## src/rtl/sliding_window_spread_counter_assert.svh

```systemverilog
// ----------------------------------------------------------------------------
// Assertion macros for the sliding window spread counter
// Each macro expands to a concurrent assertion in simulation and to nothing
// when SYNTHESIS is defined.
// ----------------------------------------------------------------------------
`ifndef SLIDING_WINDOW_SPREAD_COUNTER_ASSERT_SVH
`define SLIDING_WINDOW_SPREAD_COUNTER_ASSERT_SVH
`ifndef SYNTHESIS
// Same-cycle implication.
`define SWSC_ASSERT_IMP(label, clk, rst, ante, cons, msg) \
   label: assert property (@(posedge clk) disable iff (rst) (ante) |-> (cons)) \
      else $error(msg);
// Next-cycle implication.
`define SWSC_ASSERT_NXT(label, clk, rst, ante, cons, msg) \
   label: assert property (@(posedge clk) disable iff (rst) (ante) |=> (cons)) \
      else $error(msg);
`else
`define SWSC_ASSERT_IMP(label, clk, rst, ante, cons, msg)
`define SWSC_ASSERT_NXT(label, clk, rst, ante, cons, msg)
`endif
`endif

```

## src/rtl/swsc_pkg.sv

```systemverilog
// ----------------------------------------------------------------------------
// swsc_pkg
// Shared constants, state encoding and controller/datapath interface types.
// ----------------------------------------------------------------------------
`timescale 1ns / 1ps

package swsc_pkg;

   localparam int DEFAULT_WINDOW_DEPTH = 1024;
   localparam int DEFAULT_SAMPLE_WIDTH = 32;
   localparam int LIMIT_W              = 32;
   localparam int COUNT_W              = 48;

   typedef enum logic [3:0] {
      ST_IDLE,
      ST_START,
      ST_DROP,
      ST_XFER_RD,
      ST_XFER_WR,
      ST_POP,
      ST_POP_WAIT,
      ST_PUSH,
      ST_EVAL,
      ST_CHECK,
      ST_FINISH
   } swsc_state_type;

   typedef struct packed {
      logic load;      // take the item in, clear on a first marker
      logic set_clip;  // oldest sample dropped because the window is full
      logic xfer_rd;   // pop the back stack, read its value
      logic xfer_wr;   // push the value read onto the front stack
      logic pop;       // pop the front stack, read the entry below
      logic pop_load;  // load the new front top from the read data
      logic push;      // push the sample onto the back stack
      logic finish;    // update the count and load the result register
   } swsc_cmd_type;

   typedef struct packed {
      logic out_free;
      logic front_empty;
      logic back_empty;
      logic window_full;
      logic window_multi;
      logic spread_over;
   } swsc_status_type;

endpackage

```

## src/rtl/swsc_ctrl.sv

```systemverilog
// ----------------------------------------------------------------------------
// swsc_ctrl
// Sequencer: accept, clip, push, trim loop with stack transfers, result.
// ----------------------------------------------------------------------------
`timescale 1ns / 1ps

module swsc_ctrl (
   input  logic                       clock,
   input  logic                       reset,
   input  logic                       req_valid,
   output logic                       req_stall,
   input  swsc_pkg::swsc_status_type  sts,
   output swsc_pkg::swsc_cmd_type     cmd
);

   import swsc_pkg::*;

   swsc_state_type state_ff, state_in;
   // Set once the sample is pushed: a removal then returns to the spread check.
   logic           trim_ff, trim_in;

   always_ff @(posedge clock) begin
      if (reset) begin
         state_ff <= ST_IDLE;
         trim_ff  <= 1'b0;
      end else begin
         state_ff <= state_in;
         trim_ff  <= trim_in;
      end
   end

   always_comb begin
      state_in = state_ff;
      trim_in  = trim_ff;
      cmd      = '0;
      case (state_ff)
         ST_IDLE: begin
            if (req_valid) begin
               cmd.load = 1'b1;
               trim_in  = 1'b0;
               state_in = ST_START;
            end
         end
         ST_START: begin
            if (sts.window_full) begin
               cmd.set_clip = 1'b1;
               state_in     = ST_DROP;
            end else begin
               state_in = ST_PUSH;
            end
         end
         ST_DROP: begin
            state_in = sts.front_empty ? ST_XFER_RD : ST_POP;
         end
         ST_XFER_RD: begin
            cmd.xfer_rd = 1'b1;
            state_in    = ST_XFER_WR;
         end
         ST_XFER_WR: begin
            cmd.xfer_wr = 1'b1;
            state_in    = sts.back_empty ? ST_POP : ST_XFER_RD;
         end
         ST_POP: begin
            cmd.pop  = 1'b1;
            state_in = ST_POP_WAIT;
         end
         ST_POP_WAIT: begin
            cmd.pop_load = 1'b1;
            state_in     = trim_ff ? ST_EVAL : ST_PUSH;
         end
         ST_PUSH: begin
            cmd.push = 1'b1;
            trim_in  = 1'b1;
            state_in = ST_EVAL;
         end
         ST_EVAL: begin
            // The spread register catches up with the stack tops here.
            state_in = ST_CHECK;
         end
         ST_CHECK: begin
            if (sts.window_multi && sts.spread_over) begin
               state_in = ST_DROP;
            end else begin
               state_in = ST_FINISH;
            end
         end
         ST_FINISH: begin
            if (sts.out_free) begin
               cmd.finish = 1'b1;
               state_in   = ST_IDLE;
            end
         end
         default: begin
            state_in = ST_IDLE;
         end
      endcase
   end

   assign req_stall = (state_ff != ST_IDLE);

endmodule

```

## config.mk

```make
export PLATFORM = sky130hd
export DESIGN_NAME = swsc_ctrl
export DESIGN_NICKNAME = d
export VERILOG_FILES = /design/src/rtl/sliding_window_spread_counter_assert.svh /design/src/rtl/swsc_pkg.sv /design/src/rtl/swsc_ctrl.sv
export SDC_FILE = /design/constraint.sdc
export NUM_CORES = 1
export LEC_CHECK = 0
export BUFFER_PORTS_ARGS = -buffer_cell sky130_fd_sc_hd__buf_4
export CORE_AREA = 2 2 39 41
export DETAILED_ROUTE_END_ITERATION = 10
export DIE_AREA = 0 0 41 43
export GPL_TIMING_DRIVEN = 1
export SLEW_MARGIN = 10
export SYNTH_ARGS = -nofsm -noshare
export SYNTH_HDL_FRONTEND = slang
export SYNTH_SLANG_ARGS = --single-unit
export TNS_END_PERCENT = 20
```

## constraint.sdc

```tcl
create_clock -name clock -period 2.2 [get_ports clock]
set_input_delay 0.22 -clock clock [delete_from_list [all_inputs] [get_ports clock]]
set_output_delay 0.22 -clock clock [all_outputs]
set_load 0.05 [all_outputs]
```

==> metrics.cfg <==
[logic_synthesis]
syn_nets = 60
synth-seq-cells = 5
synth_fa_ha_area_share_pct = 0
synth-simple-area-share_pct = 29.0
seq_area_frac_synth_pct = 25.2
yosysWarnings = 0
synthCells = 51
syn_area_per_cell_sq_um = 7.78
synth.distinct_cells = 28
synth-xor-area-share_pct = 0
synthMuxAreaShare_pct = 0
synth_top_family_by_area = compound AO/OA/AOI/OAI gates
synth_compound_gate_area_share_pct = 35.3
syn-cell-area_sq_um = 397

[sta]
period_share_pct = 80.2
timing.slew.headroom_pct = 67.5
fmax_mhz = 567
worst_clock_skew_ns = 0.00753
max_slew.worst_pin.slew_ns = 0.487
hold_violations = 0
finalSetupViolations = 0
holdWs_ns = 0.172
rsz0062_at_grt = no
drv_slew = 0
period_needed_ns = 1.76

[floorplanning]
start_util_pct = 28.7
core_sq_mm = 0.00138
die_h_um = 43
die_w_um = 41
ioPinCount = 18
die_area_sq_mm = 0.00176
rows = 14

[cts]
cts_resized = 0
cts_root_buffer = clkbuf_4
clk_path_buf_depth = 2
numCtsBuffers = 3
cts_tree = built
postCtsHoldBufs = 0
cts_setup_buffers = 0
cts_sinks = 5
h-tree-depth = 1
clock_latency_ns = 0.25
clk_pin_slew_ns = 0.05

[critical_path]
critPathTopFamily = flip-flops
path_cells = inv_1, nor4_1, buf_4
end_kind = primary output
start_kind = register
cp_slowest_cell = dfxtp_1
required_ns = 1.98
critPathArrivalTime_ns = 1.54
critPathMaxFanout = 12
path_buf_inv = 2
crit_path_max_incr_delay_ns = 0.54
crit_type = reg2out

[pwr]
power_leakage_nw = 0.225
ir_drop_v = 0.000515
powerDensity_mw_per_mm2 = 1490

[status]
status = completed

[place]
port_buffers = 17
hpwl_um = 731
gp_congestion = 0.761
dpl_cell_area_sq_um = 520

[finish]
fin_nets = 77
drive_above_1_share_pct = 35.8
area_delta_synth_final_pct = 37.9
seq_area_sq_um = 100
n_antenna_cell = 0
multi_input_area_sq_um = 262
design_area_sq_um = 547
nFillCells = 154

[global_routing]
grt_max_degree = 18
grt_remaining_overflow = 0
grt_pass1_vias = 361
track_usage_pct = 14.1
antenna_found_initial = 0
grt_pass1_wl_mm = 1.65

[detailed_routing]
drc = 0
dr.pass1.iters = 4
first_iter_violations = 20
drt-wirelength-per-cell_um = 13.3
ant_nets = 0
totalWireLength_mm = 1.10
vias_per_cell = 5.58
vias = 463

[min_path]
hp-class = in2reg

[run]
drv_cap = 0

## layer usage
layer	vias up	global-route usage (%)	share of wire (%)
met1	200	22.4	45
li1	232	-	-
met4	0	10.0	1.3
met2	29	15.6	43
met3	2	3.14	10
met5	-	0	0
## cells by family after synthesis
logic type	count (synthesis)
AOI/OAI and AO/OA	19
DFF	5
and+or+nand+nor	19
buffers and inverters	8
## sequential cells by signal, summed over array words and instances, names as in the netlist
signal	count
trim_ff	1
state_ff	4
## layout make-up
cell class,instances,share of cell area (%)
Inverter,3,2.06
Clock buffer,4,4.81
Sequential cell,5,18.3
Tap cell,16,3.66
Multi-Input combinational cell,38,47.8
Timing Repair Buffer,17,23.3
## path summary, 6_finish.rpt
| check | start | to | slack [ns] | cells after the start |
|---|---|---|---|---|
| min | reset | state_ff[2] | 0.17 | 2 |
| min reg2reg | state_ff[1] | state_ff[1] | 0.69 | 2 |
| max reg2reg | state_ff[0] | state_ff[2] | 0.71 | 3 |
| max | state_ff[1] | cmd[0] | 0.44 | 3 |
## worst reg2reg max path, stage by stage, from the launching register on
cell and delay (ns):
dfxtp_1 0.62, nor2_1 0.21, a221o_1 0.40, a211oi_2 0.20
## report_power, final
part           total (mW)  internal, mW  switching, mW
combinational       0.467         0.171          0.296
clock               0.113        0.0690         0.0444
sequential          0.236         0.123          0.113
total               0.816         0.363          0.453
## cell usage after synthesis
cell type | instances | area share (%)
a211oi_2 | 1 | 3.2
or4_1 | 1 | 1.9
nor2_1 | 3 | 2.8
a221oi_1 | 1 | 2.2
buf_2 | 3 | 3.8
nor3_1 | 3 | 3.8
o211a_1 | 1 | 2.5
a211oi_1 | 2 | 3.8
nand3b_1 | 1 | 1.9
a2bb2oi_1 | 1 | 2.2
nand3_1 | 1 | 1.3
o21ai_1 | 1 | 1.3
nor2b_1 | 2 | 3.2
and4_1 | 1 | 2.2
a31oi_1 | 3 | 4.7
o2111ai_1 | 1 | 2.2
nor4b_1 | 1 | 2.2
o21ai_0 | 5 | 6.3
a22oi_1 | 1 | 1.9
o21ba_2 | 1 | 2.5
nand2_1 | 2 | 1.9
and4bb_2 | 1 | 3.2
and3_1 | 1 | 1.6
dfxtp_1 | 5 | 25
buf_4 | 2 | 3.8
nor4_1 | 2 | 3.2
inv_1 | 3 | 2.8
a221o_1 | 1 | 2.5
## metrics by stage
step / instances / setup WS [ns] / setup TNS (ns) / util (%) / total power [mW]
3_5_place_dp: 79 / 0.716 / 0 / 37.6 / 0.693
2_1_floorplan: 51 / -0.134 / -0.263 / - / 0.586
3_3_place_gp: 79 / 0.671 / 0 / 37.6 / 0.697
4_1_cts: 83 / 0.446 / 0 / 39.5 / 0.815
5_1_grt: 83 / 0.332 / 0 / 39.5 / 0.868
6_report: 83 / 0.435 / 0 / 39.5 / 0.816
## layout by cell type (no fill, tap or decap), types with 2 or more instances in the layout
cell type / n
nor2b_1: 2
o21ai_0: 5
a211oi_1: 2
clkbuf_4: 3
nor3_1: 3
nor2_1: 3
nor4_1: 2
a31oi_1: 3
nand2_1: 2
inv_1: 3
buf_4: 17
dfxtp_1: 5
Note: power is estimated with default switching activity, not from simulation.
